[src/hdl/dxt_block_decompressor_unit_assert.svh]
// assertion macros for the block decoder
`ifndef DXT_BLOCK_DECOMPRESSOR_UNIT_ASSERT_SVH
`define DXT_BLOCK_DECOMPRESSOR_UNIT_ASSERT_SVH
`ifndef SYNTH
`define DXT_ASSERT(lbl, clk, rst_n, prop, msg) \
  lbl: assert property (@(posedge clk) disable iff (!rst_n) prop) else $error(msg);
`define DXT_ASSERT_NEXT(lbl, clk, rst_n, a, b, msg) \
  lbl: assert property (@(posedge clk) disable iff (!rst_n) (a) |=> (b)) else $error(msg);
`else
`define DXT_ASSERT(lbl, clk, rst_n, prop, msg)
`define DXT_ASSERT_NEXT(lbl, clk, rst_n, a, b, msg)
`endif
`endif

[src/hdl/dxt_pkg.sv]
package dxt_pkg;

  typedef enum logic [2:0] {
    FMT_DXT1 = 3'd0,
    FMT_DXT2 = 3'd1,
    FMT_DXT3 = 3'd2,
    FMT_DXT4 = 3'd3,
    FMT_DXT5 = 3'd4
  } fmt_e;

  localparam logic [1:0] REG_WIDTH  = 2'd0;
  localparam logic [1:0] REG_HEIGHT = 2'd1;
  localparam logic [1:0] REG_FORMAT = 2'd2;

  // per-pixel work carried down the pipe
  typedef struct packed {
    logic [13:0] x;
    logic [13:0] y;
    logic [7:0]  r;
    logic [7:0]  g;
    logic [7:0]  b;
    logic [7:0]  a;
    logic        blend;
    logic        last;
  } pix_t;

  // divide a small value by 3 via reciprocal (v < 768)
  function automatic logic [7:0] div3(input logic [9:0] v);
    logic [21:0] p;
    p = 22'(v) * 22'd1366;
    return p[19:12];
  endfunction

  // divide by 7 (v < 1792) and by 5 (v < 1280)
  function automatic logic [7:0] div7(input logic [10:0] v);
    logic [24:0] p;
    p = 25'(v) * 25'd9363;
    return p[23:16];
  endfunction

  function automatic logic [7:0] div5(input logic [10:0] v);
    logic [24:0] p;
    p = 25'(v) * 25'd13108;
    return p[23:16];
  endfunction

endpackage

[src/hdl/dxt_block_decompressor_unit.sv]
// DXT1..DXT5 block decoder. A block request is taken when start is high and
// busy is low; the block then issues one pixel a cycle in raster order,
// clipped to the image (busy is high for every pixel slot but the last, so
// the next request can be taken at the edge that ends the last slot). Each
// pixel appears on the result ports for a single cycle with valid_o high,
// after the pixel select register, the delay line and the output register; the
// receiver cannot stall. last_of_block_o marks the final pixel issued for a block.
// Configuration writes apply to blocks taken after the write.
module dxt_block_decompressor_unit import dxt_pkg::*; #(
  parameter int MAX_DIM = 16384
) (
  input  logic        clk_i,
  input  logic        rst_ni,
  input  logic        start,
  output logic        busy,
  input  logic        cfg_valid_i,
  output logic        cfg_ready_o,
  input  logic [1:0]  cfg_index_i,
  input  logic [14:0] cfg_data_i,
  input  logic [11:0] block_col_i,
  input  logic [11:0] block_row_i,
  input  logic [63:0] color_block_i,
  input  logic [63:0] alpha_block_i,
  output logic        valid_o,
  output logic [13:0] pixel_x_o,
  output logic [13:0] pixel_y_o,
  output logic [7:0]  red_o,
  output logic [7:0]  green_o,
  output logic [7:0]  blue_o,
  output logic [7:0]  alpha_o,
  output logic        last_of_block_o
);
  localparam int DimW = $clog2(MAX_DIM + 1);
  localparam int Lat = 8;

  logic [14:0] width_q, height_q;
  logic [2:0]  fmt_q;

  // configuration registers
  assign cfg_ready_o = 1'b1;
  always_ff @(posedge clk_i or negedge rst_ni) begin
    if (!rst_ni) begin
      width_q <= 15'd4;
      height_q <= 15'd4;
      fmt_q <= FMT_DXT1;
    end else if (cfg_valid_i) begin
      case (cfg_index_i)
        REG_WIDTH:  width_q <= cfg_data_i;
        REG_HEIGHT: height_q <= cfg_data_i;
        REG_FORMAT: fmt_q <= cfg_data_i[2:0];
        default: ;
      endcase
    end
  end

  // stage 1: block capture, palette and clip limits
  logic        act_q;
  logic [3:0]  slot_q;
  logic [15:0] bx_q, by_q;
  logic [63:0] cb_q, ab_q;
  logic [7:0]  pr_q [4], pg_q [4], pb_q [4], pa_q [4];
  logic [7:0]  apal_q [8];
  logic [16:0] w_q, h_q;
  logic [2:0]  mode_q;
  logic [15:0] keep_q;

  logic [7:0] r0, g0, b0, r1, g1, b1, a0, a1;
  logic [16:0] w_d, h_d;
  logic [15:0] bx_d, by_d, keep_d;
  logic        c4;
  always_comb begin
    r0 = {color_block_i[15:11], 3'd0};
    g0 = {color_block_i[10:5], 2'd0};
    b0 = {color_block_i[4:0], 3'd0};
    r1 = {color_block_i[31:27], 3'd0};
    g1 = {color_block_i[26:21], 2'd0};
    b1 = {color_block_i[20:16], 3'd0};
    a0 = alpha_block_i[7:0];
    a1 = alpha_block_i[15:8];
    c4 = color_block_i[15:0] > color_block_i[31:16];
    w_d = ({2'b0, width_q} > 17'(MAX_DIM)) ? 17'(MAX_DIM) : {2'b0, width_q};
    h_d = ({2'b0, height_q} > 17'(MAX_DIM)) ? 17'(MAX_DIM) : {2'b0, height_q};
    bx_d = {2'b0, block_col_i, 2'b0};
    by_d = {2'b0, block_row_i, 2'b0};
    for (int p = 0; p < 16; p++) begin
      keep_d[p] = (17'(bx_d) + 17'(p % 4) < w_d) && (17'(by_d) + 17'(p / 4) < h_d);
    end
  end

  // free again while the last slot is walked
  assign busy = act_q && (slot_q != 4'd15);
  logic take;
  assign take = start && !busy;

  always_ff @(posedge clk_i or negedge rst_ni) begin
    if (!rst_ni) begin
      act_q <= 1'b0;
      slot_q <= '0;
    end else if (take) begin
      act_q <= 1'b1;
      slot_q <= '0;
    end else if (act_q) begin
      slot_q <= slot_q + 4'd1;
      if (slot_q == 4'd15) act_q <= 1'b0;
    end
  end

  always_ff @(posedge clk_i) begin
    if (take) begin
      bx_q <= bx_d;
      by_q <= by_d;
      cb_q <= color_block_i;
      ab_q <= alpha_block_i;
      w_q <= w_d;
      h_q <= h_d;
      mode_q <= fmt_q;
      keep_q <= keep_d;
      pr_q[0] <= r0; pg_q[0] <= g0; pb_q[0] <= b0; pa_q[0] <= 8'd255;
      pr_q[1] <= r1; pg_q[1] <= g1; pb_q[1] <= b1; pa_q[1] <= 8'd255;
      if (c4) begin
        pr_q[2] <= div3(10'(r0) * 10'd2 + 10'(r1));
        pg_q[2] <= div3(10'(g0) * 10'd2 + 10'(g1));
        pb_q[2] <= div3(10'(b0) * 10'd2 + 10'(b1));
        pr_q[3] <= div3(10'(r0) + 10'(r1) * 10'd2);
        pg_q[3] <= div3(10'(g0) + 10'(g1) * 10'd2);
        pb_q[3] <= div3(10'(b0) + 10'(b1) * 10'd2);
        pa_q[2] <= 8'd255; pa_q[3] <= 8'd255;
      end else begin
        pr_q[2] <= 8'((9'(r0) + 9'(r1)) >> 1);
        pg_q[2] <= 8'((9'(g0) + 9'(g1)) >> 1);
        pb_q[2] <= 8'((9'(b0) + 9'(b1)) >> 1);
        pa_q[2] <= 8'd255;
        pr_q[3] <= '0; pg_q[3] <= '0; pb_q[3] <= '0; pa_q[3] <= '0;
      end
      apal_q[0] <= a0;
      apal_q[1] <= a1;
      for (int k = 1; k <= 6; k++) begin
        if (a0 > a1)
          apal_q[k+1] <= div7(11'(a0) * 11'(7 - k) + 11'(a1) * 11'(k));
        else if (k <= 4)
          apal_q[k+1] <= div5(11'(a0) * 11'(5 - k) + 11'(a1) * 11'(k));
        else
          apal_q[k+1] <= (k == 5) ? 8'd0 : 8'd255;
      end
    end
  end

  // stage 2: pixel select for the current slot
  logic        s2_v_q;
  pix_t        s2_q;
  logic [1:0]  ci;
  logic [3:0]  nib;
  logic [2:0]  ai;
  logic        more;
  logic [15:0] later;
  pix_t        s2_d;
  always_comb begin
    ci = cb_q[32 + 2*slot_q +: 2];
    nib = ab_q[4*slot_q +: 4];
    ai = ab_q[16 + 3*slot_q +: 3];
    later = keep_q & ~((16'd2 << slot_q) - 16'd1);
    more = later != 16'd0;
    s2_d.x = 14'(bx_q + 16'(slot_q[1:0]));
    s2_d.y = 14'(by_q + 16'(slot_q[3:2]));
    s2_d.r = pr_q[ci];
    s2_d.g = pg_q[ci];
    s2_d.b = pb_q[ci];
    s2_d.blend = (mode_q == FMT_DXT2) || (mode_q == FMT_DXT4);
    if (mode_q == FMT_DXT1) s2_d.a = pa_q[ci];
    else if (mode_q == FMT_DXT2 || mode_q == FMT_DXT3) s2_d.a = {nib, nib};
    else s2_d.a = apal_q[ai];
    s2_d.last = !more;
  end

  always_ff @(posedge clk_i or negedge rst_ni) begin
    if (!rst_ni) s2_v_q <= 1'b0;
    else s2_v_q <= act_q && keep_q[slot_q];
  end
  always_ff @(posedge clk_i) s2_q <= s2_d;

  // stages 3..: un-premultiply pipe with matching delay line
  logic [7:0] ur, ug, ub;
  dxt_unpremul u_r (.clk_i, .en_i(1'b1), .c_i(s2_q.r), .a_i(s2_q.a), .q_o(ur));
  dxt_unpremul u_g (.clk_i, .en_i(1'b1), .c_i(s2_q.g), .a_i(s2_q.a), .q_o(ug));
  dxt_unpremul u_b (.clk_i, .en_i(1'b1), .c_i(s2_q.b), .a_i(s2_q.a), .q_o(ub));

  logic [Lat:0] v_q;
  pix_t         d_q [Lat+1];
  assign v_q[0] = s2_v_q;
  assign d_q[0] = s2_q;
  for (genvar s = 0; s < Lat; s++) begin : g_dl
    always_ff @(posedge clk_i or negedge rst_ni) begin
      if (!rst_ni) v_q[s+1] <= 1'b0;
      else v_q[s+1] <= v_q[s];
    end
    always_ff @(posedge clk_i) d_q[s+1] <= d_q[s];
  end

  // output register
  logic vo_q;
  pix_t o_q;
  pix_t o_d;
  always_comb begin
    o_d = d_q[Lat];
    if (d_q[Lat].blend) begin
      o_d.r = ur;
      o_d.g = ug;
      o_d.b = ub;
    end
  end
  always_ff @(posedge clk_i or negedge rst_ni) begin
    if (!rst_ni) vo_q <= 1'b0;
    else vo_q <= v_q[Lat];
  end
  always_ff @(posedge clk_i) o_q <= o_d;

  assign valid_o = vo_q;
  assign pixel_x_o = o_q.x;
  assign pixel_y_o = o_q.y;
  assign red_o = o_q.r;
  assign green_o = o_q.g;
  assign blue_o = o_q.b;
  assign alpha_o = o_q.a;
  assign last_of_block_o = o_q.last;

  logic unused;
  assign unused = ^{w_q, h_q, DimW[0]};

`include "dxt_block_decompressor_unit_assert.svh"
  `DXT_ASSERT(a_busy16, clk_i, rst_ni, take |=> busy, "block request not held busy")
  `DXT_ASSERT_NEXT(a_last, clk_i, rst_ni, act_q && slot_q == 4'd15 && !take, !act_q, "busy overrun")
  `DXT_ASSERT(a_nostart, clk_i, rst_ni, !(take && act_q && slot_q != 4'd15), "request taken while busy")
endmodule

[src/hdl/dxt_unpremul.sv]
// un-premultiply one channel, c*255/a saturated, restoring division over 8 stages
module dxt_unpremul import dxt_pkg::*; (
  input  logic       clk_i,
  input  logic       en_i,
  input  logic [7:0] c_i,
  input  logic [7:0] a_i,
  output logic [7:0] q_o
);
  localparam int Steps = 8;
  // each stage resolves two quotient bits of a 16-bit dividend
  logic [15:0] num_q [Steps+1];
  logic [8:0]  rem_q [Steps+1];
  logic [15:0] quo_q [Steps+1];
  logic [7:0]  den_q [Steps+1];

  always_comb begin
    num_q[0] = {c_i, 8'd0} - {8'd0, c_i};
    rem_q[0] = '0;
    quo_q[0] = '0;
    den_q[0] = a_i;
  end

  for (genvar s = 0; s < Steps; s++) begin : g_st
    logic [15:0] n_d, qq_d;
    logic [8:0]  r_d;
    always_comb begin
      logic [9:0] t;
      logic [8:0] rr;
      rr = rem_q[s];
      n_d = num_q[s];
      qq_d = quo_q[s];
      for (int k = 0; k < 2; k++) begin
        t = {rr, n_d[15]};
        n_d = {n_d[14:0], 1'b0};
        if (t >= {2'b0, den_q[s]}) begin
          rr = 9'(t - {2'b0, den_q[s]});
          qq_d = {qq_d[14:0], 1'b1};
        end else begin
          rr = t[8:0];
          qq_d = {qq_d[14:0], 1'b0};
        end
      end
      r_d = rr;
    end
    always_ff @(posedge clk_i) begin
      if (en_i) begin
        num_q[s+1] <= n_d;
        rem_q[s+1] <= r_d;
        quo_q[s+1] <= qq_d;
        den_q[s+1] <= den_q[s];
      end
    end
  end

  assign q_o = (den_q[Steps] == 8'd0) ? 8'd0 :
               (quo_q[Steps][15:8] != 8'd0) ? 8'd255 : quo_q[Steps][7:0];
endmodule
[config.mk]
export PLATFORM = sky130hd
export DESIGN_NAME = dxt_block_decompressor_unit
export DESIGN_NICKNAME = d
export VERILOG_FILES = /design/src/hdl/dxt_pkg.sv /design/src/hdl/dxt_block_decompressor_unit.sv /design/src/hdl/dxt_unpremul.sv
export VERILOG_INCLUDE_DIRS = /design/src /design/src/hdl
export SDC_FILE = /design/constraint.sdc
export NUM_CORES = 2
export LEC_CHECK = 0
export ABC_AREA = 1
export BUFFER_PORTS_ARGS = -buffer_cell sky130_fd_sc_hd__clkbuf_2
export CORE_MARGIN = 5
export CORE_UTILIZATION = 52
export DETAILED_ROUTE_END_ITERATION = 8
export PLACE_DENSITY = 0.75
export SETUP_SLACK_MARGIN = 0.15
export SLEW_MARGIN = 20
export SYNTH_ARGS = -nofsm -noshare
export SYNTH_HDL_FRONTEND = slang
export SYNTH_SLANG_ARGS = --single-unit
[constraint.sdc]
create_clock -name clk_i -period 5.8 [get_ports clk_i]
set_clock_uncertainty 0.05 [all_clocks]
set_input_delay 1.45 -clock clk_i [delete_from_list [all_inputs] [get_ports clk_i]]
set_output_delay 1.45 -clock clk_i [all_outputs]
set_load 0.03 [all_outputs]
* Word-level counts from Yosys, hierarchy flattened
Memories as Yosys holds them, arrays and structs flattened. A register that Yosys moved wholly into a read port is not among the register bits.
Index checks and enable logic that the tools add are counted.
** Word-level totals
- Flip-flop bits (word level) :: 1387
- RAM bits :: 192
- Logic and storage cells :: 531
- Memories :: 5
** Memory list
- apal_q :: words 8, bits a word 8, rd ports 1, clocked after memory_dff 0, write ports 8, line dxt_block_decompressor_unit.sv:62 : logic [7:0] apal_q [8];
- pa_q :: words 4, bits a word 8, rd ports 1, clocked after memory_dff 0, write ports 4, line dxt_block_decompressor_unit.sv:61 : logic [7:0] pr_q [4], pg_q [4], pb_q [4], pa_q [4];
- pb_q :: words 4, bits a word 8, rd ports 1, clocked after memory_dff 1, write ports 4, line dxt_block_decompressor_unit.sv:61
- pg_q :: words 4, bits a word 8, rd ports 1, clocked after memory_dff 1, write ports 4, line dxt_block_decompressor_unit.sv:61
- pr_q :: words 4, bits a word 8, rd ports 1, clocked after memory_dff 1, write ports 4, line dxt_block_decompressor_unit.sv:61
** Operators by class
- $add $sub $neg :: 79
- Multipliers :: 23
- Order comparisons :: 61
- Equality and inequality tests :: 7
- Shift-type cells :: 4
- Mux-type cells :: 139
- Bitwise operators :: 16
- Reductions and logical operators :: 34
** Operators by type and width (count)
- greater-or-equal comparator 10 x 8 -> 1 bit :: 45
- two-way mux 9 bit :: 45
- subtractor 9 x 8 -> 9 bit :: 42
- two-way mux 8 bit :: 22
- multiplier 11 x 14 -> 24 bit, second input constant :: 6
- multiplier 10 x 10 -> 19 bit, second input constant :: 6
- less-than comparator 15 bit :: 6
- multiplier 11 x 12 -> 22 bit, second input constant :: 4
- two-way mux 1 bit :: 66
- indexed part select 64 x 7 -> 4 bit :: 1
- indexed part select 64 x 8 -> 2 bit :: 1
- indexed part select 64 x 8 -> 3 bit :: 1
- adder 14 x 2 -> 15 bit, second input constant :: 4
- subtractor 16 x 8 -> 16 bit :: 3
- multiplier 8 x 2 -> 10 bit, second input constant :: 4
- adder 14 x 1 -> 15 bit, second input constant :: 2
- adder 8 x 9 -> 10 bit :: 3
- adder 9 x 8 -> 10 bit :: 3
- greater-than comparator 15 bit, second input constant :: 2
- less-than comparator 14 x 15 -> 1 bit :: 2
- two-way mux 15 bit :: 2
- adder 14 x 2 -> 14 bit :: 2
- adder 8 x 8 -> 9 bit :: 3
- subtractor 1 x 8 -> 9 bit :: 3
- other kinds (42) :: 85

* Longest topological paths before layout
- Depth in word-level cells :: 7
- Mapped depth :: 38
- Mapped depth without buffers :: 38

* Modules after synthesis
Synthesis repeated with hierarchy kept, for this count alone.
** Second synthesis, totals
- Cells, all modules :: 11803
- Area, all modules :: 110242.0 µm²
** Modules (own cells, without submodules)
- dxt_block_decompressor_unit :: times used 1, cells an instance 6662, area an instance 62917.8 µm², seq. area each 21593.2 µm²
- dxt_unpremul at u_r :: times used 1, cells an instance 1715, area an instance 15801.4 µm², seq. area each 7657.3 µm²
- dxt_unpremul at u_g :: times used 1, cells an instance 1717, area an instance 15763.9 µm², seq. area each 7657.3 µm²
- dxt_unpremul at u_b :: times used 1, cells an instance 1709, area an instance 15758.9 µm², seq. area each 7657.3 µm²

* Least setup slack after synthesis
OpenSTA, ideal clock, no wires.
- Kind :: input -> register
- Start point :: input port alpha_block_i[0]
- End point :: memory apal_q[3][5] (data pin)
- Setup time :: 0.263 ns
- Arrival :: 7.156 ns
- Data required time :: 5.487 ns
- Path slack :: -1.669 ns
- Cell stages on the path :: 28
- Path buffers :: 0
- Cell sequence :: ha_1 > fa_1 > nand4_1 > nand3_1 > xor2_1 > ha_1 > nand2_1 > o21ai_0 > a31oi_1 > nand2_1 > nand2_1 > inv_1 > ha_1 > fa_1 > fa_1 > fa_1 > fa_1 > inv_1 > ha_1 > nand2_1 > nor2_1 > nand2_1 > o21ai_0 > nand2_1 > nand2_1 > a21oi_1 > o21ai_0 > o21ai_0
** RTL lines
- from (decl) :: line dxt_block_decompressor_unit.sv:23 : input logic [63:0] alpha_block_i,
- to (decl) :: line dxt_block_decompressor_unit.sv:62

==> qor.yml <==
die-area_mm2: 0.190
clk_latency_ns: 0.80
synth_area_per_cell_um2: 8.90
hold_path.class: "flip-flop to flip-flop"
fin_nets: 14200
period_share_pct: 119
grt-busiest-layer: "met2"
cts_buffer_depth: 3
drc: 0
clock_sinks: 1487
num_io_pins: 237
dp_slack_ns: -2.05
critical_path_required_ns: 6.29
hold_start: "d_q[550]$_DFF_P_"
reg2reg_from: "u_b.den_q[17]$_DFF_P_"
end_kind: "flip-flop"
grt_use_met1_pct: 31.9
io_buffer_count: 235
period_minus_slack_ns: 6.88
max_freq_mhz: 145
grt_use_met3_pct: 3.55
drtAntennaViolNets: 0
grt_usage_pct: 25.5
finalSetupViolations: 48
rr_worst_depth: 22
status: "finished, violations left"
fill_cells: 14100
violations: "setup timing"
fp.dieW_um: 436
syn_area_mm2: 0.0943
grt_pass1_wl_mm: 398
r2r-end: "u_g.rem_q[16]$_DFF_P_"
hold_violations: 0
syn_nets: 12700
synth_ff_type: "dfxtp_1"
tightest_slew_ns: 1.02
postSynthCellCount: 10600
cp.arrival_ns: 7.37
coreArea_mm2: 0.181
wire_per_inst_um: 17.3
num_rows: 156
drt_iter0_markers: 4917
synth-async-reset-ratio_pct: 3.23
antenna_found_initial: 11
cpMostUsedCell: "inv_2"
rsz0062_at_grt: "yes"
ff2ff_setup_slack_ns: 0.94
drive_above_1_share_pct: 21.8
worst_slack_ns: -1.08
routed_wl_mm: 252
grt_max_degree: 132
crit_type: "input port to flip-flop"
cts_root_buf: "clkbuf_16"
via_count: 77300
min_to: "d_q[488]$_DFF_P_"
htreeDepth: 4
via_per_inst: 5.30
cap_violations: 0
slew_viol_final: 0
critPathMaxFanout: 4
slowest_stage: "fa_1"
gp_congestion: 0.969
grt_util_met2_pct: 44.7
area_growth_pct: 24.1
synth-edff-count: 263
drt-pass1-iter-count: 6
place_hpwl_mm: 197
yosysSeqAreaShare_pct: 34.6
start_kind: "input port"
synth-seq-cells: 1487
numCtsBuffers: 149
die_h_um: 436
cts_tree: "done"
cp_slowest_stage_delay_ns: 0.54
grt_overflow_total: 0
cts.clk_slew.worst_paths_ns: 0.06
initial_utilization_pct: 52.2
grt_pass1_vias: 78400
yosys_warnings: 0
max_slew_margin_pct: 31.5
synth.distinct_cells: 84
holdPathStages: 0
## flip-flops by register name (all words and copies together) (netlist names), 15 cells and up
register	cells
ab_q	64
u_b.quo_q	72
u_b.rem_q	63
u_b.den_q	32
apal_q	48
d_q	494
u_r.quo_q	72
u_g.quo_q	72
u_g.rem_q	63
keep_q	16
height_q	15
width_q	15
u_g.den_q	16
u_r.g_st.n_d	36
cb_q	64
u_r.den_q	16
u_b.g_st.n_d	36
u_g.g_st.n_d	36
pb_q	16
u_r.rem_q	63
pr_q	16
pg_q	16
## cell usage after synthesis (33+ instances only)
cell type  instances  area share (%)
a21o_1            46            0.37
a21oi_1          731             3.9
buf_2             45            0.24
dfrtp_1           46             1.2
dfxtp_1         1176              25
edfxtp_1         263             8.4
fa_1             367             7.8
ha_1            1569              21
inv_1           1586             6.3
nand2_1         1754             7.0
nand2_2           34            0.23
nand3_1          500             2.7
nand3b_1          56            0.45
nand4_1          106            0.70
nor2_1           625             2.5
nor3_1            86            0.46
o211ai_1          79            0.63
o21ai_0          484             2.6
o21ai_1           55            0.29
o21ai_2           33            0.31
o21bai_1          49            0.39
o22ai_1           51            0.34
or2_1             34            0.23
xnor2_1          167             1.6
xor2_1           246             2.3
## timing repair
item                                    4_1_cts  5_1_grt
resized for setup                           405      411
pin swaps                                   286      315
endpoints found under the setup margin       62       83
hold buffers                                  0        0
setup buffers                               101       50
## critical path: cells and delay by family
| kind | cells | cell delay (ns) |
|---|---|---|
| fa+ha+maj | 8 | 2.90 |
| compound gates | 6 | 0.90 |
| xor+xnor | 4 | 0.86 |
| buf+inv | 8 | 0.73 |
| simple gates | 7 | 0.51 |
## worst max path at each step
stage,start,cells past startpoint,to,slack [ns]
after floorplan,alpha_block_i[0],31,apal_q[5][5]$_DFFE_PP_,-1.27
after global placement,alpha_block_i[0],27,apal_q[2][2]$_DFFE_PP_,-1.99
after detailed placement,alpha_block_i[0],27,apal_q[2][2]$_DFFE_PP_,-2.05
after CTS,alpha_block_i[0],36,apal_q[2][7]$_DFFE_PP_,-0.87
after global routing,alpha_block_i[9],33,apal_q[4][1]$_DFFE_PP_,-1.22
final,alpha_block_i[9],33,apal_q[4][1]$_DFFE_PP_,-1.08
## kinds of logic after synthesis
kind of cell	count (synthesis)	share of synthesized area, %
adders and majority gates	1936	28.6
AOI/OAI and AO/OA	1686	10.2
buffers and inverters	1729	7.23
DFF	1487	34.6
and+or+nand+nor	3342	15.5
other	1	0.00398
muxes	5	0.0597
xor gates and xnor gates	413	3.83
## metrics by stage
| step | TNS, ns | hold slack [ns] | util [%] | area [um^2] | instances |
|---|---|---|---|---|---|
| 2_1_floorplan | -119.22 | 0.260 | - | 95400 | 10600 |
| 3_3_place_gp | -104.46 | 0.260 | 59.1 | 107000 | 14100 |
| 3_5_place_dp | -114.55 | 0.262 | 59.1 | 107000 | 14100 |
| 4_1_cts | -35.15 | 0.260 | 63.6 | 115000 | 14500 |
| 5_1_grt | -50.41 | 0.265 | 64.8 | 117000 | 14600 |
| 6_report | -41.97 | 0.267 | 64.8 | 117000 | 14600 |
## cells in the final DEF, fill, tap and decap left out, types with 106 or more instances in the layout
master,n
buf_4,1128
dfxtp_1,1176
inv_2,110
clkbuf_16,160
clkbuf_2,216
nand3_1,453
ha_4,169
inv_1,1498
nand4_1,106
edfxtp_1,263
ha_1,1391
nand2_1,1659
xnor2_1,156
o21ai_1,120
a21oi_2,117
xor2_1,228
a21oi_1,613
fa_1,340
nor2_1,577
o21ai_0,367
## routing by layer
metal | share of wire, % | wire (um)
met5 | 0.014 | 35
met4 | 4.3 | 10700
met3 | 5.1 | 12800
met2 | 49 | 122000
met1 | 42 | 106000
## layout make-up
class,count,area [um^2],share of cell area (%)
Timing Repair Buffer,1426,10600,9.03
Clock inverter,71,1060,0.904
Sequential cell,1487,32600,27.9
Tap cell,2370,2970,2.53
Inverter,1620,6130,5.23
Antenna cell,5,12.5,0.0107
Multi-Input combinational cell,7383,59400,50.7
Clock buffer,205,4320,3.69
Power is not shown: default switching activity piles up to over one toggle a cycle in this logic, so the estimate is an artifact.
